===== src/sv/bdrf_pkg.sv =====
// Shared constants and types for the bypass delay with reload fade block.
// No dependencies; every other file of the block imports this package.
package bdrf_pkg;

    // Sample, delay and fade sizes (DELAY_DEPTH and FADE_LENGTH are powers of two)
    localparam int SAMPLE_W    = 24;
    localparam int DELAY_DEPTH = 4096;
    localparam int FADE_LENGTH = 128;

    localparam int ADDR_W     = $clog2(DELAY_DEPTH);
    localparam int LEN_W      = ADDR_W + 1;
    localparam int FADE_W     = $clog2(FADE_LENGTH + 1);
    localparam int FADE_SHIFT = $clog2(FADE_LENGTH);
    localparam int PROD_W     = SAMPLE_W + FADE_W + 1;

    // Configuration port
    localparam int LAT_W       = 13;
    localparam int HOLD_EXTRA_W = 16;
    localparam int HOLD_CNT_W  = 17;
    localparam int CFG_IDX_W   = 2;
    localparam int CFG_DATA_W  = 16;

    localparam logic [CFG_IDX_W-1:0] REG_LATENCY    = CFG_IDX_W'(0);
    localparam logic [CFG_IDX_W-1:0] REG_HOLD_EXTRA = CFG_IDX_W'(1);

    // Stream widths
    localparam int IN_DATA_W  = 4 * SAMPLE_W;
    localparam int IN_USER_W  = 2;
    localparam int OUT_DATA_W = 2 * SAMPLE_W;
    localparam int OUT_USER_W = 1;

    // Output queue
    localparam int QUEUE_DEPTH = 4;
    localparam int QPTR_W      = $clog2(QUEUE_DEPTH);
    localparam int QCNT_W      = QPTR_W + 1;
    localparam int MAX_IN_FLIGHT = 3;

    // Delay memory access shared by both lanes
    typedef struct packed {
        logic [ADDR_W-1:0] addr;
        logic              wr_en;
        logic              rd_valid;
    } t_mem_ctl;

    // One result beat
    typedef struct packed {
        logic                pulse;
        logic [SAMPLE_W-1:0] right;
        logic [SAMPLE_W-1:0] left;
    } t_beat;

endpackage


===== src/sv/bdrf_merge.sv =====
// Merge stage: joins both lane results and the reload pulse into one beat
// and queues beats towards the output stream. Depends on bdrf_pkg.
module bdrf_merge (
    input  logic                             i_clk,
    input  logic                             i_rst_n,
    input  logic                             i_push,
    input  logic [bdrf_pkg::SAMPLE_W-1:0]    i_left,
    input  logic [bdrf_pkg::SAMPLE_W-1:0]    i_right,
    input  logic                             i_pulse,
    output logic                             o_room,
    output logic                             o_valid,
    input  logic                             i_ready,
    output bdrf_pkg::t_beat                  o_beat
);
    import bdrf_pkg::*;

    t_beat              r_queue [QUEUE_DEPTH];
    logic [QPTR_W-1:0]  r_wr_ptr;
    logic [QPTR_W-1:0]  r_rd_ptr;
    logic [QCNT_W-1:0]  r_count;
    logic               pop;

    assign o_valid = (r_count != '0);
    assign o_beat  = r_queue[r_rd_ptr];
    assign pop     = o_valid && i_ready;
    // Count the beat still in the lanes so the queue never overflows
    assign o_room  = (r_count + QCNT_W'(i_push)) < QCNT_W'(MAX_IN_FLIGHT);

    always_ff @(posedge i_clk) begin
        if (i_push) begin
            r_queue[r_wr_ptr] <= '{pulse: i_pulse, right: i_right, left: i_left};
        end
    end

    always_ff @(posedge i_clk) begin
        if (!i_rst_n) begin
            r_wr_ptr <= '0;
            r_rd_ptr <= '0;
            r_count  <= '0;
        end else begin
            if (i_push) begin
                r_wr_ptr <= r_wr_ptr + QPTR_W'(1);
            end
            if (pop) begin
                r_rd_ptr <= r_rd_ptr + QPTR_W'(1);
            end
            r_count <= r_count + QCNT_W'(i_push) - QCNT_W'(pop);
        end
    end

endmodule


===== config.mk =====
export PLATFORM = sky130hd
export DESIGN_NAME = bdrf_merge
export DESIGN_NICKNAME = d
export VERILOG_FILES = /design/src/sv/bdrf_pkg.sv /design/src/sv/bdrf_merge.sv
export SDC_FILE = /design/constraint.sdc
export NUM_CORES = 1
export LEC_CHECK = 0
export ABC_CLOCK_PERIOD_IN_PS = 4700
export BUFFER_PORTS_ARGS = -buffer_cell sky130_fd_sc_hd__buf_2
export CELL_PAD_IN_SITES_DETAIL_PLACEMENT = 1
export CELL_PAD_IN_SITES_GLOBAL_PLACEMENT = 2
export CORE_UTILIZATION = 48
export DETAILED_ROUTE_END_ITERATION = 16
export PLACE_DENSITY_LB_ADDON = 0.1
export SYNTH_ARGS = -nofsm -noshare
export SYNTH_HDL_FRONTEND = slang
export SYNTH_SLANG_ARGS = --single-unit

===== constraint.sdc =====
create_clock -name i_clk -period 4.7 [get_ports i_clk]
set_clock_uncertainty 0.15 [all_clocks]
set_input_delay 0.47 -clock i_clk [delete_from_list [all_inputs] [get_ports i_clk]]
set_output_delay 0.47 -clock i_clk [all_outputs]
set_load 0.02 [all_outputs]

==> results.json, run 1 <==
{
  "power.total_mw": 4.779,
  "overflow": 0,
  "vias": 3390,
  "die_area_um2": 16280,
  "postSynthAreaPerCell_um2": 25.16,
  "critPathLaunchType": "register",
  "cts_buffers": 22,
  "p_seq_frac": 0.475,
  "comb_power_share": 0.183,
  "synth_cells": 301,
  "cp_max_fo": 35,
  "grt_setup_unrepaired": "no",
  "synth.net_count": 362,
  "die_h_um": 127.6,
  "internal_power_mw": 3.543,
  "finalWirelength_um": 13650,
  "start_util": 0.4944,
  "drt.antenna.violating_nets": 0,
  "netlist.area_leader.share": 0.7773,
  "layout.cells.non_filler": 649,
  "status": "finished, final reports clean",
  "cts_setup_buffers": 0,
  "async_flop_share": 0,
  "nNetsFinal": 483,
  "grtUsageMet2": 0.3015,
  "htreeDepth": 1,
  "cts.clk_slew.worst_paths_ns": 0.06,
  "fmax_mhz": 327.3,
  "hold_violations": 0,
  "portBuffers": 103,
  "maxCapViolCount": 0,
  "antenna_found_initial": 0,
  "crit_type": "register to output port",
  "hpwl_um": 7930,
  "grtUsageTotal": 0.1743,
  "gp_congestion": 0.6810,
  "synth_most_common_cell": "edfxtp_1",
  "area_delta_synth_final_pct": 18.82,
  "synth_edf_count": 196,
  "max_slew_margin": 0.3259,
  "synth_cell_types": 22,
  "ir_drop_v": 0.0003283,
  "synth_area_leaders": "edfxtp_1 78%, mux4_2 14%, dfxtp_1 2.4%",
  "dp_cells": 609,
  "power_density_nw_per_um2": 531.2,
  "die_w_um": 127.6,
  "grt_pass1_wl_um": 20800,
  "clk_latency_ns": 0.48,
  "yosysTopAreaCell": "edfxtp_1",
  "setup-tns-final_ns": 0,
  "wire_per_inst_um": 21.03,
  "use_met1": 0.2226,
  "drtIter0Drc": 215,
  "drive_gt1_frac": 0.4302,
  "setup_ws_ns": 1.644,
  "cts_num_sinks": 205,
  "period_needed_ns": 3.056,
  "hold_path_class": "input pin to register",
  "arrival_ns": 2.44,
  "vias_per_cell": 5.223,
  "ys_seq_area_frac": 0.8011,
  "cts_root_buf": "clkbuf_16",
  "drv_slew": 0,
  "synthTopCellsByCount": "196 x edfxtp_1, 47 x mux4_2, 9 x dfxtp_1",
  "io_pins": 104,
  "ctsHoldBuffers": 0,
  "synthesis.area_um2": 7572,
  "clock_path_buffers": 3,
  "grt_max_degree": 50,
  "synth_seq_cells": 205,
  "switching_share": 0.2586,
  "cts_tree": "yes",
  "core_um2": 15310,
  "grt_util_met3": 0.03769,
  "required_ns": 4.08,
  "drt_first_pass_iters": 4,
  "dpl_worst_slack_ns": 2.086,
  "ys_warn_count": 0,
  "tightest_slew_ns": 1.011,
  "cts_resized": 0,
  "grt_pass1_vias": 3782,
  "rows": 45,
  "fin_crit_sh": 0.6502,
  "top_usage_layer": "met2",
  "drc": 0,
  "setup_viol": 0,
  "critPathCaptureType": "output port",
  "switching_power_mw": 1.236,
  "clock_power_share": 0.342,
  "p_leak_nw": 3.069,
  "synth_flop_cell": "edfxtp_1"
}
placed cells by master (no fill, tap or decap), drive strengths merged:
| master | instances |
|---|---|
| a21oi | 1 |
| and2 | 5 |
| buf | 108 |
| bufinv | 2 |
| clkbuf | 29 |
| clkinv | 8 |
| dfxtp | 9 |
| diode | 1 |
| edfxtp | 196 |
| ha | 8 |
| inv | 4 |
| mux2i | 4 |
| mux4 | 49 |
| nand2 | 2 |
| nand2b | 2 |
| nor2b | 4 |
| o311ai | 1 |
| o31a | 1 |
| or3 | 1 |
| xnor3 | 1 |
| xor2 | 2 |
power by group through the flow:
stage	logic [mW]	clock network, mW	registers, mW
5_1_grt	0.933	1.74	2.30
6_report	0.875	1.63	2.27
4_1_cts	0.889	1.68	2.29
3_3_place_gp	0.877	0	2.31
3_5_place_dp	0.885	0	2.32
2_1_floorplan	0.769	0	2.18
critical path: stages, from the launching register on:
cell and delay, ns:
dfxtp_2 0.98, buf_4 0.40, mux4_2 0.37, buf_2 0.18
kinds of logic after synthesis:
kind of cell    count (synthesis)  share of synthesized area
flops                         205                     0.8011
mux                            53                     0.1520
buf+inv                        15                    0.01454
simple gates                   14                    0.01091
fa+ha+maj                       8                    0.01322
compound gates                  3                   0.002974
xor+xnor                        3                   0.005288
final timing paths:
kind                            startpoint                       end  slack (ns)  depth (start not counted)
setup / recovery                  register                 o_beat[3]        1.64                          3
hold / removal                 i_right[22]  r_queue[0][46]$_DFFE_PP_        0.05                          1
setup reg to reg  r_wr_ptr[0]$_SDFFE_PN0P_  r_queue[2][32]$_DFFE_PP_        2.52                          4
hold reg to reg   r_rd_ptr[1]$_SDFFE_PN0N_                  register        0.33                          2
area by class of cell:
| type | count | area, um2 |
|---|---|---|
| tap | 211 | 264.0 |
| fill | 1331 | 6317 |
| sequential | 205 | 6071 |
| multi-input combinational | 81 | 1401 |
| clock buffer | 29 | 598.1 |
| timing repair buffer | 108 | 553.0 |
| clock inverter | 10 | 92.59 |
| inverter | 4 | 15.01 |
| antenna | 1 | 2.502 |
metrics by stage:
step,area [um2],utilization,hold WS [ns]
CTS,8995,0.5873,0.02737
global route,8995,0.5873,0.03435
detailed placement,8304,0.5422,0.3145
global placement,8304,0.5422,0.3204
floorplan,7572,-,0.2989
finish,8997,0.5875,0.04648
sequential cells by signal (all words and copies together) (netlist names), named ones only:
signal    cells
r_queue     196
r_count       3
r_rd_ptr      2
r_wr_ptr      2
metal layers:
layer,wire (um),up-vias,part of all wire
met5,0,-,0
met4,243,0,0.018
met3,728,22,0.053
met2,6976,88,0.51
met1,5702,1760,0.42
li1,-,1520,-
Power figures use the tool's default switching activity.
==> inputs of run 2 (changes only) <==
--- a/config.mk
+++ b/config.mk
@@ -5,11 +5,11 @@
 export SDC_FILE = /design/constraint.sdc
 export NUM_CORES = 1
 export LEC_CHECK = 0
-export ABC_CLOCK_PERIOD_IN_PS = 4700
+export ABC_CLOCK_PERIOD_IN_PS = 2500
 export BUFFER_PORTS_ARGS = -buffer_cell sky130_fd_sc_hd__buf_2
 export CELL_PAD_IN_SITES_DETAIL_PLACEMENT = 1
 export CELL_PAD_IN_SITES_GLOBAL_PLACEMENT = 2
-export CORE_UTILIZATION = 48
+export CORE_UTILIZATION = 40
 export DETAILED_ROUTE_END_ITERATION = 16
 export PLACE_DENSITY_LB_ADDON = 0.1
 export SYNTH_ARGS = -nofsm -noshare
==> constraint.sdc (replaced) <==
create_clock -name i_clk -period 2.5 [get_ports i_clk]
set_clock_uncertainty 0.15 [all_clocks]
set_input_delay 0.25 -clock i_clk [delete_from_list [all_inputs] [get_ports i_clk]]
set_output_delay 0.25 -clock i_clk [all_outputs]
set_load 0.02 [all_outputs]
==> results.json, run 2 (synthesis results as in run 1) <==
{
  "status": "finished, final reports clean",
  "drt.antenna.violating_nets": 0,
  "internal_power_mw": 6.709,
  "largest_reg_flops": 196,
  "cts_num_sinks": 205,
  "htreeDepth": 1,
  "cts.clk_slew.worst_paths_ns": 0.06,
  "overflow": 0,
  "maxCapViolCount": 0,
  "p_seq_frac": 0.447,
  "antenna_found_initial": 0,
  "switching_power_mw": 2.379,
  "ir_drop_v": 0.0005116,
  "comb_power_share": 0.224,
  "holdPathStages": 3,
  "finalCoreUtilization": 0.5270,
  "r2r_end": "r_queue[2][44]$_DFFE_PP_",
  "clock_path_buffers": 3,
  "required_ns": 2.10,
  "dpl_worst_slack_ns": 0.4803,
  "setup_viol": 0,
  "hpwl_um": 8240,
  "gp_congestion": 0.6811,
  "drt_first_pass_iters": 4,
  "setup_ws_ns": 0.2263,
  "grt_max_degree": 50,
  "cp_max_fo": 17,
  "cts_buffers": 22,
  "io_pins": 104,
  "mostFrequentLayoutCells": "196 x edfxtp_1, 103 x buf_2, 51 x dlygate4sd3_1",
  "hold_path_class": "input pin to register",
  "critPathLaunchType": "register",
  "vias_per_cell": 5.012,
  "switching_share": 0.2618,
  "drive_gt1_frac": 0.3992,
  "hold_start": "i_push",
  "die_h_um": 139.6,
  "drc": 0,
  "wire_per_inst_um": 19.70,
  "vias": 3634,
  "largest-register": "r_queue",
  "cts_tree": "yes",
  "max_slew_margin": 0.7196,
  "area_delta_synth_final_pct": 27.15,
  "final_common_cell": "edfxtp_1",
  "critPathCaptureType": "output port",
  "hold_violations": 0,
  "grt_pass1_vias": 4063,
  "power_density_nw_per_um2": 943.9,
  "drtIter0Drc": 136,
  "clk_latency_ns": 0.49,
  "clock_power_share": 0.329,
  "period_needed_ns": 2.274,
  "die_w_um": 139.6,
  "arrival_ns": 1.87,
  "diodes": 0,
  "power.total_mw": 9.088,
  "tightest_slew_ns": 0.4153,
  "min_to": "r_wr_ptr[1]$_SDFFE_PN0P_",
  "reg.largest.list": "r_queue x196, r_count x3",
  "grtUsageTotal": 0.1530,
  "core_um2": 18270,
  "drv_slew": 0,
  "setup-tns-final_ns": 0,
  "grt_setup_unrepaired": "no",
  "die_area_um2": 19490,
  "rows": 49,
  "crit_type": "register to output port",
  "ff2ff_path_depth": 4,
  "cts_root_buf": "clkbuf_16",
  "reg2reg_setup_slack_ns": 0.88,
  "grt_pass1_wl_um": 22540,
  "portBuffers": 103,
  "finalWirelength_um": 14290,
  "fmax_mhz": 439.8,
  "fin_crit_sh": 0.9095,
  "start_util": 0.4145,
  "p_leak_nw": 3.335,
  "nNetsFinal": 542,
  "r2r_start": "r_wr_ptr[0]$_SDFFE_PN0P_"
}
-- run 2: cell types whose count changed in the layout (fill, tap and decap cells not counted), moves of 2 or more --
cell	previous run	this run
buf_12	0	5
dlygate4sd3_1	0	51
clkinv_1	6	4
clkinv_2	2	5
buf_4	5	8
-- run 2: final cells by class --
type / count / area [um2]
repair buffers: 167 / 1186
flip-flops and latches: 205 / 6071
multi-input cells: 81 / 1401
fillers: 1682 / 8642
clock buffers: 29 / 598.1
well taps: 229 / 286.5
clock inverters: 10 / 70.07
inverters: 4 / 15.01
-- run 2: stage by stage --
step           std cells  instance area [um2]  hold WS (ns)
6_report             725                 9628       0.03114
5_1_grt              725                 9628       0.06213
4_1_cts              725                 9628       0.01539
3_5_place_dp         634                 8429        0.3186
3_3_place_gp         634                 8429        0.3079
2_1_floorplan        301                 7572        0.1989
-- run 2: worst max path at each step --
stage	start	end	slack (ns)	cells past startpoint
finish	register	o_beat[37]	0.23	3
CTS	register	o_beat[37]	0.17	3
global route	register	o_beat[37]	0.14	3
floorplan	r_wr_ptr[0]$_SDFFE_PN0P_	r_queue[2][0]$_DFFE_PP_	0.23	3
detailed placement	register	o_beat[12]	0.48	3
global placement	register	o_beat[36]	0.49	3
-- run 2: power groups by stage --
stage / registers, mW / clock network [mW] / logic [mW]
final: 4.06 / 2.99 / 2.03
after floorplan: 4.09 / 0 / 1.45
after global placement: 4.18 / 0 / 1.94
after CTS: 4.07 / 3.10 / 2.10
after detailed placement: 4.19 / 0 / 1.94
after global routing: 4.09 / 3.21 / 2.20
-- run 2: metal layers --
| layer | wire (um) | vias to the layer above | track usage | part of all wire |
|---|---|---|---|---|
| met5 | 0 | - | 0 | 0 |
| met4 | 190 | 0 | 0.03933 | 0.013 |
| met3 | 869 | 16 | 0.04095 | 0.061 |
| met2 | 6988 | 95 | 0.2576 | 0.49 |
| met1 | 6239 | 1881 | 0.1974 | 0.44 |
| li1 | - | 1642 | - | - |
-- run 2: timing repair --
action / CTS / global route
hold buffers: 51 / 0
hold endpoints to repair: 205 / 0
setup buffers: 1 / 0
resized for setup: 0 / 0
endpoints found under the setup margin: 24 / 0
-- run 2: critical path, stage by stage, from the launching register on --
cell and delay (ns):
dfxtp_4 0.44, buf_12 0.21, mux4_1 0.55, buf_2 0.17
