$ cat src/sv/bdrf_pkg.sv
// Shared constants and types for the bypass delay with reload fade block.
// No dependencies; every other file of the block imports this package.
package bdrf_pkg;

    // Sample, delay and fade sizes (DELAY_DEPTH and FADE_LENGTH are powers of two)
    localparam int SAMPLE_W    = 24;
    localparam int DELAY_DEPTH = 4096;
    localparam int FADE_LENGTH = 128;

    localparam int ADDR_W     = $clog2(DELAY_DEPTH);
    localparam int LEN_W      = ADDR_W + 1;
    localparam int FADE_W     = $clog2(FADE_LENGTH + 1);
    localparam int FADE_SHIFT = $clog2(FADE_LENGTH);
    localparam int PROD_W     = SAMPLE_W + FADE_W + 1;

    // Configuration port
    localparam int LAT_W       = 13;
    localparam int HOLD_EXTRA_W = 16;
    localparam int HOLD_CNT_W  = 17;
    localparam int CFG_IDX_W   = 2;
    localparam int CFG_DATA_W  = 16;

    localparam logic [CFG_IDX_W-1:0] REG_LATENCY    = CFG_IDX_W'(0);
    localparam logic [CFG_IDX_W-1:0] REG_HOLD_EXTRA = CFG_IDX_W'(1);

    // Stream widths
    localparam int IN_DATA_W  = 4 * SAMPLE_W;
    localparam int IN_USER_W  = 2;
    localparam int OUT_DATA_W = 2 * SAMPLE_W;
    localparam int OUT_USER_W = 1;

    // Output queue
    localparam int QUEUE_DEPTH = 4;
    localparam int QPTR_W      = $clog2(QUEUE_DEPTH);
    localparam int QCNT_W      = QPTR_W + 1;
    localparam int MAX_IN_FLIGHT = 3;

    // Delay memory access shared by both lanes
    typedef struct packed {
        logic [ADDR_W-1:0] addr;
        logic              wr_en;
        logic              rd_valid;
    } t_mem_ctl;

    // One result beat
    typedef struct packed {
        logic                pulse;
        logic [SAMPLE_W-1:0] right;
        logic [SAMPLE_W-1:0] left;
    } t_beat;

endpackage

$ cat src/sv/bdrf_ctrl.sv
// Control for the bypass delay: config registers, ring position, fill count
// and the reload fade sequencer. Depends on bdrf_pkg.
module bdrf_ctrl (
    input  logic                          i_clk,
    input  logic                          i_rst_n,
    input  logic                          i_cfg_wen,
    input  logic [bdrf_pkg::CFG_IDX_W-1:0]  i_cfg_idx,
    input  logic [bdrf_pkg::CFG_DATA_W-1:0] i_cfg_wdata,
    input  logic                          i_accept,
    input  logic                          i_reload_level,
    output bdrf_pkg::t_mem_ctl            o_mem,
    output logic [bdrf_pkg::FADE_W-1:0]   o_gain,
    output logic                          o_pulse
);
    import bdrf_pkg::*;

    localparam logic [1:0] PH_IDLE = 2'd0;
    localparam logic [1:0] PH_OUT  = 2'd1;
    localparam logic [1:0] PH_HOLD = 2'd2;
    localparam logic [1:0] PH_IN   = 2'd3;

    localparam logic [FADE_W-1:0] FADE_FULL = FADE_W'(FADE_LENGTH);

    logic [LAT_W-1:0]        r_latency;
    logic [HOLD_EXTRA_W-1:0] r_hold_extra;
    logic [ADDR_W-1:0]       r_pos,   n_pos;
    logic [LEN_W-1:0]        r_fill,  n_fill;
    logic [1:0]              r_phase, n_phase;
    logic [FADE_W-1:0]       r_fade,  n_fade;
    logic [HOLD_CNT_W-1:0]   r_hold,  n_hold;
    logic                    r_seen;

    logic [LEN_W-1:0]  len;
    logic [LEN_W-1:0]  pos_ext;
    logic [LEN_W-1:0]  pos_inc;
    logic              use_delay;
    logic              start;
    logic [1:0]        phase0;
    logic [FADE_W-1:0] fade0;
    logic [FADE_W-1:0] fade1;
    logic [HOLD_CNT_W-1:0] hold1;

    // Delay length is the latency limited to the memory depth
    always_comb begin
        if (int'(r_latency) >= DELAY_DEPTH) begin
            len = LEN_W'(DELAY_DEPTH);
        end else begin
            len = LEN_W'(r_latency);
        end
        use_delay = (len != '0);
        pos_ext   = {1'b0, r_pos};
        pos_inc   = pos_ext + LEN_W'(1);
        n_pos     = (pos_inc >= len) ? '0 : pos_inc[ADDR_W-1:0];
        // entries at or past the fill count were never written and read as zero
        n_fill    = (pos_ext >= r_fill) ? pos_inc : r_fill;
    end

    assign o_mem.addr     = r_pos;
    assign o_mem.wr_en    = use_delay;
    assign o_mem.rd_valid = (pos_ext < r_fill);

    always_comb begin
        start  = i_reload_level && !r_seen && (r_phase == PH_IDLE);
        phase0 = start ? PH_OUT : r_phase;
        fade0  = start ? FADE_FULL : r_fade;
        fade1  = (fade0 != '0) ? fade0 - FADE_W'(1) : '0;
        hold1  = (r_hold != '0) ? r_hold - HOLD_CNT_W'(1) : '0;
        n_phase = phase0;
        n_fade  = r_fade;
        n_hold  = r_hold;
        o_gain  = FADE_FULL;
        o_pulse = 1'b0;
        unique case (phase0)
            PH_OUT: begin
                o_gain = fade0;
                n_fade = fade1;
                if (fade1 == '0) begin
                    o_pulse = 1'b1;
                    n_phase = PH_HOLD;
                    n_hold  = HOLD_CNT_W'(r_latency) + HOLD_CNT_W'(r_hold_extra);
                end
            end
            PH_HOLD: begin
                o_gain = '0;
                n_hold = hold1;
                if (hold1 == '0) begin
                    n_phase = PH_IN;
                    n_fade  = FADE_FULL;
                end
            end
            PH_IN: begin
                o_gain = (fade0 <= FADE_FULL) ? FADE_FULL - fade0 : '0;
                n_fade = fade1;
                if (fade1 == '0) begin
                    n_phase = PH_IDLE;
                end
            end
            default: begin
                n_fade = fade0;
            end
        endcase
    end

    always_ff @(posedge i_clk) begin
        if (!i_rst_n) begin
            r_latency    <= '0;
            r_hold_extra <= '0;
        end else if (i_cfg_wen) begin
            if (i_cfg_idx == REG_LATENCY) begin
                r_latency <= i_cfg_wdata[LAT_W-1:0];
            end
            if (i_cfg_idx == REG_HOLD_EXTRA) begin
                r_hold_extra <= i_cfg_wdata[HOLD_EXTRA_W-1:0];
            end
        end
    end

    always_ff @(posedge i_clk) begin
        if (!i_rst_n) begin
            r_pos   <= '0;
            r_fill  <= '0;
            r_phase <= PH_IDLE;
            r_fade  <= '0;
            r_hold  <= '0;
            r_seen  <= 1'b0;
        end else if (i_accept) begin
            r_seen  <= i_reload_level;
            r_phase <= n_phase;
            r_fade  <= n_fade;
            r_hold  <= n_hold;
            if (use_delay) begin
                r_pos  <= n_pos;
                r_fill <= n_fill;
            end
        end
    end

endmodule

$ cat config.mk
export PLATFORM = sky130hd
export DESIGN_NAME = bdrf_ctrl
export DESIGN_NICKNAME = d
export VERILOG_FILES = /design/src/sv/bdrf_pkg.sv /design/src/sv/bdrf_ctrl.sv
export SDC_FILE = /design/constraint.sdc
export NUM_CORES = 1
export LEC_CHECK = 0
export ABC_CLOCK_PERIOD_IN_PS = 5900
export BUFFER_PORTS_ARGS = -buffer_cell sky130_fd_sc_hd__buf_2
export CAP_MARGIN = 25
export CELL_PAD_IN_SITES_DETAIL_PLACEMENT = 0
export CELL_PAD_IN_SITES_GLOBAL_PLACEMENT = 2
export CORE_UTILIZATION = 36
export DETAILED_ROUTE_END_ITERATION = 8
export PLACE_DENSITY_LB_ADDON = 0.12
export SYNTH_ARGS = -nofsm -noshare
export SYNTH_HDL_FRONTEND = slang
export SYNTH_SLANG_ARGS = --single-unit
$ cat constraint.sdc
create_clock -name i_clk -period 5.9 [get_ports i_clk]
set_input_delay 1.475 -clock i_clk [delete_from_list [all_inputs] [get_ports i_clk]]
set_output_delay 1.475 -clock i_clk [all_outputs]
set_load 0.02 [all_outputs]
==> qor.txt, run 1 <==
outcome - finished, final reports clean
Setup violations, final - 0
routed via count divided by cell count - 5.521
max-slew violations - 0
Setup CP Type - input pin to output port
actual slew at the worst max-slew pin - 0.9065 ns
commonest non-fill, non-tap cell in the layout - nand2_1
Critical Path Sink Type - output port
initial antenna violation count - 0
Netlist cell types - 68
Resized Gates After CTS - 0
core area - 0.01531 mm^2
Seq/Total Area, Yosys - 0.2889
residual DRC count - 0
YS warnings - 0
top_reg_cell synth - dfxtp_1
# IOs - 46
clock-pin transition on the worst setup and hold timing paths - 0.06 ns
routability-driven placement congestion ratio - 0.8835
deepest clock path buffer count - 2
overall routed net length - 16,070 um
Comb pwr share - 0.414
# rows - 45
Place WS - 0.3126 ns
Final min period - 5.602 ns
Seq pwr share - 0.320
die width - 127.6 um
DIE AREA - 0.01629 mm^2
Critical Path Start Type - input pin
max-cap viol count - 0
period utilization - 0.9496
clk sinks - 82
Int Pwr - 1244 uW
Psw - 854.6 uW
layout cell share with drive strength beyond 1 - 0.1040
Cell Area, Synth - 0.005683 mm^2
GRT Resource Usage Total - 0.2071
first-iteration detailed-routing DRC count - 406
share of synthesized registers carrying an async set or reset - 0
Die H - 127.6 um
Num CTS Buffers - 9
Nets - 842
Wirelength per Cell - 16.24 um
number of setup buffers added after CTS - 0
RSZ-0062 raised after global routing - false
final hold violations - 0
placed wire-length estimate - 11,940 um
Net Count, Synth - 818
Detailed Routing Iterations Pass 1 - 5
# diodes - 0
power share of the clock group - 0.266
CTS Hold Bufs - 0
Vias - 5,466
setup ws final - 0.2975 ns
Slew headroom - 0.3905
Sw Share - 0.4072
H-Tree Depth - 3
largest net degree at the start of global routing - 46
Detail Route Antenna Nets - 0
P_leak - 0.002592 uW
Max Freq - 0.1785 GHz
IO buf count - 45
Peak VDD IR - 0.1588 mV
setup TNS - 0 ns
Initial Util - 0.3711
top post-synthesis cells by area - dfxtp_1 (29%), ha_1 (9.2%), nand2_1 (7.5%)
clock latency on the worst-skew pair - 0.35 ns
area leader, netlist - dfxtp_1
clk root buf - clkbuf_16
first-pass GRT wire length - 26,450 um
mean post-synth cell area - 7.557 um^2
Synth top area share - 0.2889
Critical Path RT - 4.43 ns
CTS tree - done
Area Growth Syn to Fin - 11.49%
clk_skew - 0.01178 ns
worst-path fanout max - 9
Arr. time, crit path - 4.13 ns
count of state elements after synthesis - 82
Syn Inst Count - 752
most frequent cells in the layout - nand2_1 (114), dfxtp_1 (82), a21oi_1 (75)
PD cells - 331.3 mW/mm^2
vias in the first global route - 5,098
number of synthesized flops with an enable pin - 0
Hold WC Path Type - register to register
Congestion Overflow GR - 0
-- worst paths after layout --
kind	from	to	slack, ns	depth (start not counted)
min reg2reg	r_hold_extra[11]	r_hold_extra[11]	0.46	2
min	r_hold_extra[11]	r_hold_extra[11]	0.46	2
max	i_reload_level	o_gain[4]	0.30	11
max reg2reg	r_pos[0]	r_pos[7]	2.31	12
-- metrics by stage --
step / area, um^2 / power [uW] / cells / util / hold WS, ns
2_1_floorplan: 5683 / 1334 / 752 / - / 0.4400
3_3_place_gp: 6061 / 1553 / 976 / 0.3958 / 0.4540
3_5_place_dp: 6061 / 1548 / 976 / 0.3958 / 0.4549
4_1_cts: 6336 / 2114 / 990 / 0.4137 / 0.4637
5_1_grt: 6336 / 2242 / 990 / 0.4137 / 0.4855
6_report: 6336 / 2099 / 990 / 0.4137 / 0.4614
-- cell families (layout without fill, tap and decap cells) --
logic type | count (synthesis) | after routing | share of synthesized area
fa+ha+maj | 43 | 43 | 0.09599
compound gates | 211 | 211 | 0.2347
xor+xnor | 30 | 30 | 0.04623
mux | 12 | 12 | 0.02114
buf+inv | 73 | 100 | 0.05152
simple gates | 301 | 301 | 0.2616
flops | 82 | 82 | 0.2889
-- area by class of cell --
class                      count  area, um^2
multi-input combinational    597        3754
sequential                    82        1642
clock buffer                  11       232.7
tap                          211       264.0
timing repair buffer          51       270.3
clock inverter                 3       42.54
inverter                      35       131.4
fill                        1636        8979
-- worst max-delay path: stages --
cell	delay (ns)
buf_2	0.11
or4b_2	0.74
nand2_1	0.19
ha_1	0.24
o21ai_0	0.16
o21ai_0	0.34
nand3_1	0.27
nor4_1	0.27
o21ai_0	0.10
nand2_1	0.08
buf_2	0.16
-- power by group through the flow --
stage | registers [uW] | logic [uW] | clock network [uW]
floorplan | 647 | 687 | 0
CTS | 671 | 871 | 573
detailed placement | 683 | 865 | 0
finish | 672 | 869 | 558
global placement | 683 | 870 | 0
global route | 681 | 973 | 588
-- registers in the layout, indices dropped and copies added, names as in the netlist --
register and flops:
r_fade 8, r_fill 13, r_hold 17, r_hold_extra 16, r_latency 13, r_phase 2, r_pos 12, r_seen 1
-- routing by layer --
| metal | GRT usage | share of wire | up-vias |
|---|---|---|---|
| met5 | 0 | 0 | - |
| met1 | 0.2686 | 0.48 | 2600 |
| li1 | - | - | 2760 |
| met3 | 0.02219 | 0.028 | 13 |
| met2 | 0.3578 | 0.48 | 93 |
| met4 | 0.06920 | 0.014 | 0 |
-- cells in the mapped netlist, types with 9 or more instances --
master,n
nand3_1,23
o22ai_1,15
a21o_1,9
ha_1,42
nor3_1,19
clkbuf_1,33
a211oi_1,10
nor4_1,12
o21ai_0,43
xnor2_1,16
nand2_1,114
xor2_1,14
nor2_1,57
mux2i_1,12
inv_1,34
a21oi_1,75
nor2b_1,14
nand2b_1,9
dfxtp_1,82
(Power assumes the default switching activity.)
==> run 2, diff against run 1 <==
--- a/config.mk
+++ b/config.mk
@@ -5,12 +5,13 @@
 export SDC_FILE = /design/constraint.sdc
 export NUM_CORES = 1
 export LEC_CHECK = 0
+export ABC_AREA = 1
 export ABC_CLOCK_PERIOD_IN_PS = 5900
 export BUFFER_PORTS_ARGS = -buffer_cell sky130_fd_sc_hd__buf_2
 export CAP_MARGIN = 25
 export CELL_PAD_IN_SITES_DETAIL_PLACEMENT = 0
 export CELL_PAD_IN_SITES_GLOBAL_PLACEMENT = 2
-export CORE_UTILIZATION = 36
+export CORE_UTILIZATION = 33
 export DETAILED_ROUTE_END_ITERATION = 8
 export PLACE_DENSITY_LB_ADDON = 0.12
 export SYNTH_ARGS = -nofsm -noshare
==> run 2 against run 1 <==
Clock skew decreased by 0.0025 ns. Wire length rose by 1.2%. Critical endpoint is now o_gain[1]. Critical path depth increased by 2. Flip-flop and latch count did not move. Synthesized cell count rose by 16%.
==> qor.txt, run 2 <==
Net Count, Synth - 940 (was 818)
dpl cell area - 0.006068 mm^2 (was 0.006061 mm^2)
Peak VDD IR - 0.1585 mV (was 0.1588 mV)
slowest stage delay, CP - 0.22 ns (was 0.74 ns)
Die H - 133.2 um (was 127.6 um)
worst-path fanout max - 16 (was 9)
# diodes - 0 (unchanged)
P_leak - 0.002972 uW (was 0.002592 uW)
residual DRC count - 0 (unchanged)
count leader, synth - nand2_1 (unchanged)
initial antenna violation count - 0 (unchanged)
# rows - 47 (was 45)
DIE AREA - 0.01775 mm^2 (was 0.01629 mm^2)
Layout Utilization - 0.3798 (was 0.4137)
Fillers - 1,902 (was 1,636)
max reg flops - 17 (unchanged)
Critical Path Start Type - input pin (unchanged)
Final min period - 4.803 ns (was 5.602 ns)
CTS tree - done (unchanged)
outcome - finished, final reports clean (unchanged)
max-slew violations - 0 (unchanged)
crit path cell chain - buf_2 -> inv_1 -> nor2_2 -> nand2_4 -> nand2_2 -> ha_1 -> nand2_1 -> nor2_1 -> a21oi_1 -> nor2_1 -> inv_1 -> o22ai_1 -> buf_2 (was buf_2 -> or4b_2 -> nand2_1 -> ha_1 -> o21ai_0 -> o21ai_0 -> nand3_1 -> nor4_1 -> o21ai_0 -> nand2_1 -> buf_2)
register with the most flip-flops - r_hold (unchanged)
Seq/Total Area, Yosys - 0.2889 (unchanged)
commonest non-fill, non-tap cell in the layout - nand2_1 (unchanged)
Cell Area, Synth - 0.005683 mm^2 (unchanged)
IO buf count - 45 (unchanged)
Critical Path Sink Type - output port (unchanged)
Critical Path RT - 4.43 ns (about the same)
Nets - 969 (was 842)
max-cap viol count - 0 (unchanged)
CTS Hold Bufs - 0 (unchanged)
GRT Resource Usage Total - 0.1903 (was 0.2071)
Worst Hold Slack - 0.4623 ns (was 0.4614 ns)
Num CTS Buffers - 9 (unchanged)
Vias - 5,563 (was 5,466)
Initial Util - 0.3403 (was 0.3711)
Crit path max-delay family - simple AND/OR/NAND/NOR gates (unchanged)
Detailed Routing Iterations Pass 1 - 4 (was 5)
overall routed net length - 16,270 um (was 16,070 um)
RSZ-0062 raised after global routing - false (unchanged)
PD cells - 267.9 mW/mm^2 (was 331.3 mW/mm^2)
placed wire-length estimate - 12,140 um (was 11,940 um)
clk_skew - 0.009290 ns (was 0.01178 ns)
slowest CP cell - ha_1 (was or4b_2)
clk sinks - 82 (unchanged)
top cells by count, synth - nand2_1 (202), nor2_1 (127), dfxtp_1 (82) (was nand2_1 (114), dfxtp_1 (82), a21oi_1 (75))
final hold violations - 0 (unchanged)
Hold WC Path Type - register to register (unchanged)
final design instance area without fill - 0.006344 mm^2 (was 0.006336 mm^2)
most frequent cells in the layout - nand2_1 (202), nor2_1 (127), dfxtp_1 (82) (was nand2_1 (114), dfxtp_1 (82), a21oi_1 (75))
Max Freq - 0.2082 GHz (was 0.1785 GHz)
Top Registers - r_hold x17, r_hold_extra x16 (unchanged)
clock-pin transition on the worst setup and hold timing paths - 0.06 ns (about the same)
vias in the first global route - 5,228 (was 5,098)
Slew headroom - 0.3009 (was 0.3905)
Detail Route Antenna Nets - 0 (unchanged)
top_reg_cell synth - dfxtp_1 (unchanged)
setup TNS - 0 ns (unchanged)
clock latency on the worst-skew pair - 0.34 ns (was 0.35 ns)
Netlist cell types - 41 (was 68)
Setup CP Type - input pin to output port (unchanged)
layout cell share with drive strength beyond 1 - 0.09382 (was 0.1040)
H-Tree Depth - 3 (unchanged)
Area Growth Syn to Fin - 11.62% (was 11.49%)
period utilization - 0.8141 (was 0.9496)
area leader, netlist - dfxtp_1 (unchanged)
number of synthesized flops with an enable pin - 0 (unchanged)
first-iteration detailed-routing DRC count - 276 (was 406)
Congestion Overflow GR - 0 (unchanged)
die width - 133.2 um (was 127.6 um)
number of setup buffers added after CTS - 0 (unchanged)
Syn Inst Count - 874 (was 752)
Setup violations, final - 0 (unchanged)
core area - 0.01670 mm^2 (was 0.01531 mm^2)
count of state elements after synthesis - 82 (unchanged)
routed via count divided by cell count - 4.940 (was 5.521)
routability-driven placement congestion ratio - 0.8765 (was 0.8835)
share of synthesized registers carrying an async set or reset - 0 (unchanged)
deepest clock path buffer count - 2 (unchanged)
# IOs - 46 (unchanged)
Wirelength per Cell - 14.45 um (was 16.24 um)
YS warnings - 0 (unchanged)
Arr. time, crit path - 3.33 ns (was 4.13 ns)
Buf+Inv Stages, Crit Path - 4 (was 2)
top post-synthesis cells by area - dfxtp_1 (29%), nand2_1 (13%), ha_1 (9.2%) (was dfxtp_1 (29%), ha_1 (9.2%), nand2_1 (7.5%))
actual slew at the worst max-slew pin - 1.045 ns (was 0.9065 ns)
clk root buf - clkbuf_16 (unchanged)
mean post-synth cell area - 6.502 um^2 (was 7.557 um^2)
largest net degree at the start of global routing - 52 (was 46)
Synth top area share - 0.2889 (unchanged)
first-pass GRT wire length - 26,900 um (was 26,450 um)
Resized Gates After CTS - 0 (unchanged)
run 2: metrics by stage:
| step | power (uW) | setup WS [ns] | instances |
|---|---|---|---|
| after CTS | 1724 | 1.105 | 1126 |
| after floorplan | 1032 | 1.333 | 874 |
| after detailed placement | 1165 | 1.108 | 1112 |
| after global placement | 1159 | 1.128 | 1111 |
| after global routing | 1818 | 0.9547 | 1126 |
| final | 1699 | 1.097 | 1126 |
run 2: layout make-up:
class                      instances  area [um^2]  share of cell area
sequential                        82         1642              0.2588
multi-input combinational        684         3595              0.5667
clock inverter                     3        42.54            0.006706
clock buffer                      11        232.7             0.03669
timing repair buffer              47        260.3             0.04103
tap                              220        275.3             0.04339
inverter                          79        296.5             0.04675
run 2: final timing paths:
| path | start | endpoint | slack (ns) | cells after the start |
|---|---|---|---|---|
| hold reg to reg | r_fill[8] | r_fill[8] | 0.46 | 2 |
| setup / recovery | i_reload_level | o_gain[1] | 1.10 | 13 |
| setup reg to reg | r_pos[0] | r_pos[2] | 2.20 | 15 |
| hold / removal | r_fill[8] | r_fill[8] | 0.46 | 2 |
run 2: tightest hold or removal path, stage by stage (launching register included):
cell and delay, ns:
dfxtp_1 0.30, inv_1 0.06, a21oi_1 0.06
run 2: cell families (layout without fill, tap and decap cells):
family                   count (synthesis)  in the layout  share of synthesized area
AND/OR/NAND/NOR                        446            446                     0.3373
XOR/XNOR                                24             24                    0.03699
adder cells (fa/ha/maj)                 43             43                    0.09599
AO/OA/AOI/OAI                          171            171                     0.1623
buffers and inverters                  108            140                    0.07860
flip-flops                              82             82                     0.2889
run 2: report_power, final:
group	internal, uW	leakage [uW]	total, uW	switching, uW
clock network	323	0.000131	549	226
registers	594	0.000667	621	27.1
logic	179	0.00217	530	351
run 2: metal layers:
layer	up-vias	routed length, um	track usage
met3	8	487	0.02169
met4	0	148	0.05745
met5	-	0	0
met2	76	7284	0.3121
li1	2953	-	-
met1	2526	8350	0.2610
==> run 3, diff against run 2 <==
--- a/config.mk
+++ b/config.mk
@@ -6,12 +6,12 @@
 export NUM_CORES = 1
 export LEC_CHECK = 0
 export ABC_AREA = 1
-export ABC_CLOCK_PERIOD_IN_PS = 5900
+export ABC_CLOCK_PERIOD_IN_PS = 4100
 export BUFFER_PORTS_ARGS = -buffer_cell sky130_fd_sc_hd__buf_2
 export CAP_MARGIN = 25
 export CELL_PAD_IN_SITES_DETAIL_PLACEMENT = 0
 export CELL_PAD_IN_SITES_GLOBAL_PLACEMENT = 2
-export CORE_UTILIZATION = 33
+export CORE_UTILIZATION = 30
 export DETAILED_ROUTE_END_ITERATION = 8
 export PLACE_DENSITY_LB_ADDON = 0.12
 export SYNTH_ARGS = -nofsm -noshare
==> constraint.sdc (replaced) <==
create_clock -name i_clk -period 4.1 [get_ports i_clk]
set_input_delay 1.025 -clock i_clk [delete_from_list [all_inputs] [get_ports i_clk]]
set_output_delay 1.025 -clock i_clk [all_outputs]
set_load 0.02 [all_outputs]
==> run 3 against run 2 <==
Final cell count is 1.7% higher. Non-clock buffer count rose by 8. Critical path depth rose by 2. Core utilization fell by 2.5 points. Hold slack got worse by 0.0052 ns. Die area up 9.8%. Sequential power grew 44%. Clock-buffer cell count is the same. Cell area grew 2.1%. Wire length rose by 3.1%. Power increased by 53%. Largest cell class unchanged.
==> qor.txt, run 3 (synthesized netlist as in run 2, its figures left out) <==
outcome - finished, final reports clean (unchanged)
vias in the first global route - 5,388 (was 5,228)
slowest stage delay, CP - 0.21 ns (was 0.22 ns)
Wirelength per Cell - 14.65 um (was 14.45 um)
H-Tree Depth - 3 (unchanged)
die width - 139.6 um (was 133.2 um)
Final min period - 3.865 ns
# diodes - 0 (unchanged)
routed via count divided by cell count - 4.954 (was 4.940)
register with the most flip-flops - r_hold (unchanged)
clock latency on the worst-skew pair - 0.35 ns (was 0.34 ns)
multi-input logic area - 0.003597 mm^2 (was 0.003595 mm^2)
Placed Cells - 1,129 (was 1,112)
P_leak - 0.003043 uW (was 0.002972 uW)
CTS Hold Bufs - 0 (unchanged)
clk root buf - clkbuf_16 (unchanged)
overall routed net length - 16,780 um (was 16,270 um)
Congestion Overflow GR - 0 (unchanged)
first-pass GRT wire length - 28,220 um (was 26,900 um)
routability-driven placement congestion ratio - 0.8633 (was 0.8765)
DIE AREA - 0.01950 mm^2 (was 0.01775 mm^2)
register area - 0.001642 mm^2 (unchanged)
Critical Path Sink Type - output port (unchanged)
first-iteration detailed-routing DRC count - 284 (was 276)
Nets - 977 (was 969)
power share of the clock group - 0.359 (was 0.323)
Max Freq - 0.2587 GHz
Finished Layout Cells - 1,145 (was 1,126)
Num CTS Buffers - 9 (unchanged)
layout cell share with drive strength beyond 1 - 0.1070 (was 0.09382)
clk sinks - 82 (unchanged)
placed wire-length estimate - 12,470 um (was 12,140 um)
Int Pwr - 1690 uW (was 1096 uW)
crit path cell chain - buf_2 -> inv_1 -> nor2_2 -> nand2_4 -> nand2_2 -> ha_1 -> nand2_1 -> inv_2 -> nand2_4 -> nand2_1 -> nand3_2 -> nor2_4 -> nand3_2 -> inv_1 -> buf_2 (was buf_2 -> inv_1 -> nor2_2 -> nand2_4 -> nand2_2 -> ha_1 -> nand2_1 -> nor2_1 -> a21oi_1 -> nor2_1 -> inv_1 -> o22ai_1 -> buf_2)
Arr. time, crit path - 2.84 ns (was 3.33 ns)
clock-pin transition on the worst setup and hold timing paths - 0.07 ns (was 0.06 ns)
deepest clock path buffer count - 2 (unchanged)
Detail Route Antenna Nets - 0 (unchanged)
# IOs - 46 (unchanged)
worst-path fanout max - 16 (unchanged)
Worst Hold Slack - 0.4571 ns (was 0.4623 ns)
initial antenna violation count - 0 (unchanged)
clk_skew - 0.006545 ns (was 0.009290 ns)
Comb pwr share - 0.298 (was 0.312)
Vias - 5,672 (was 5,563)
Layout Utilization - 0.3547 (was 0.3798)
Die H - 139.6 um (was 133.2 um)
Seq pwr share - 0.343 (was 0.365)
max reg flops - 17 (unchanged)
RSZ-0062 raised after global routing - false (unchanged)
final hold violations - 0 (unchanged)
Critical Path RT - 3.07 ns (was 4.43 ns)
largest net degree at the start of global routing - 51 (was 52)
Setup violations, final - 0 (unchanged)
Area Growth Syn to Fin - 14.02% (was 11.62%)
Psw - 911.9 uW (was 603.8 uW)
actual slew at the worst max-slew pin - 0.8675 ns (was 1.045 ns)
Slew headroom - 0.4202 (was 0.3009)
Critical Path Start Type - input pin (unchanged)
Detailed Routing Iterations Pass 1 - 4 (unchanged)
max-slew violations - 0 (unchanged)
PD cells - 401.5 mW/mm^2 (was 267.9 mW/mm^2)
Fillers - 2,024 (was 1,902)
GRT Resource Usage Total - 0.1810 (was 0.1903)
Hold WC Path Type - register to register (unchanged)
Crit path max-delay family - simple AND/OR/NAND/NOR gates (unchanged)
max-cap viol count - 0 (unchanged)
# rows - 49 (was 47)
core area - 0.01827 mm^2 (was 0.01670 mm^2)
Setup CP Type - input pin to output port (unchanged)
residual DRC count - 0 (unchanged)
most frequent cells in the layout - nand2_1 (202), nor2_1 (126), dfxtp_1 (82) (was nand2_1 (202), nor2_1 (127), dfxtp_1 (82))
Sw Share - 0.3505 (was 0.3553)
number of setup buffers added after CTS - 0 (unchanged)
Peak VDD IR - 0.1838 mV (was 0.1585 mV)
setup TNS - 0 ns (unchanged)
period utilization - 0.9426
CTS tree - done (unchanged)
Buf+Inv Stages, Crit Path - 5 (was 4)
Place WS - 0.2233 ns (was 1.108 ns)
IO buf count - 45 (unchanged)
commonest non-fill, non-tap cell in the layout - nand2_1 (unchanged)
setup ws final - 0.2352 ns (was 1.097 ns)
slowest CP cell - ha_1 (unchanged)
Top Registers - r_hold x17, r_hold_extra x16 (unchanged)
Initial Util - 0.3111 (was 0.3403)
-- run 3: cell types whose count changed in the layout (fill, tap and decap cells not counted), sizes merged --
cell,previous run,this run
buf,47,55
bufinv,1,2
inv,76,77
-- run 3: metrics by stage --
stage,power (uW),cell area (um^2)
after global routing,2780,6480
after global placement,1678,6112
after detailed placement,1681,6140
final,2602,6480
after CTS,2634,6477
after floorplan,1484,5683
-- run 3: layout make-up --
cell class | instances | area share
tap | 229 | 0.04422
sequential | 82 | 0.2533
timing repair buffer | 55 | 0.04943
multi-input combinational | 684 | 0.5551
clock inverter | 5 | 0.01313
inverter | 79 | 0.04576
clock buffer | 11 | 0.03900
-- run 3: per-layer routing --
metal | vias to the layer above | wire (um) | track usage
met5 | - | 0 | 0
met4 | 0 | 246 | 0.05899
met3 | 17 | 589 | 0.02237
met2 | 112 | 7325 | 0.2870
met1 | 2559 | 8614 | 0.2536
li1 | 2984 | - | -
-- run 3: final timing paths --
check                                     from   endpoint  slack, ns  depth (start not counted)
worst min-delay path                 r_fill[8]  r_fill[8]       0.46                          2
worst min register to register       r_fill[8]  r_fill[8]       0.46                          2
worst max register to register        r_pos[0]   r_pos[6]       0.65                         16
worst max-delay path            i_reload_level    o_pulse       0.24                         15
-- run 3: worst register-to-register path: stages, from the launching register on --
cell and delay, ns:
dfxtp_1 0.43, inv_1 0.13, nor2_1 0.20, nand3_1 0.15, nor3b_1 0.38, nand3_1 0.19
nor2_1 0.15, xor2_1 0.30, ha_1 0.29, nand2_1 0.11, o21ai_0 0.11, a21oi_1 0.12
nand3_1 0.10, nor2_1 0.26, buf_4 0.25, nand2_1 0.08, a21oi_1 0.13
-- run 3: timing repair --
| item | 4_1_cts | 5_1_grt |
|---|---|---|
| setup endpoints to repair | 0 | 5 |
| endpoints found under the hold margin | 0 | 0 |
| gates resized for setup | 0 | 1 |
-- run 3: power groups by stage --
| stage | logic, uW | registers (uW) | clock network, uW |
|---|---|---|---|
| 4_1_cts | 773 | 893 | 968 |
| 3_5_place_dp | 769 | 911 | 0 |
| 5_1_grt | 880 | 900 | 1000 |
| 2_1_floorplan | 583 | 901 | 0 |
| 3_3_place_gp | 766 | 911 | 0 |
| 6_report | 774 | 893 | 934 |
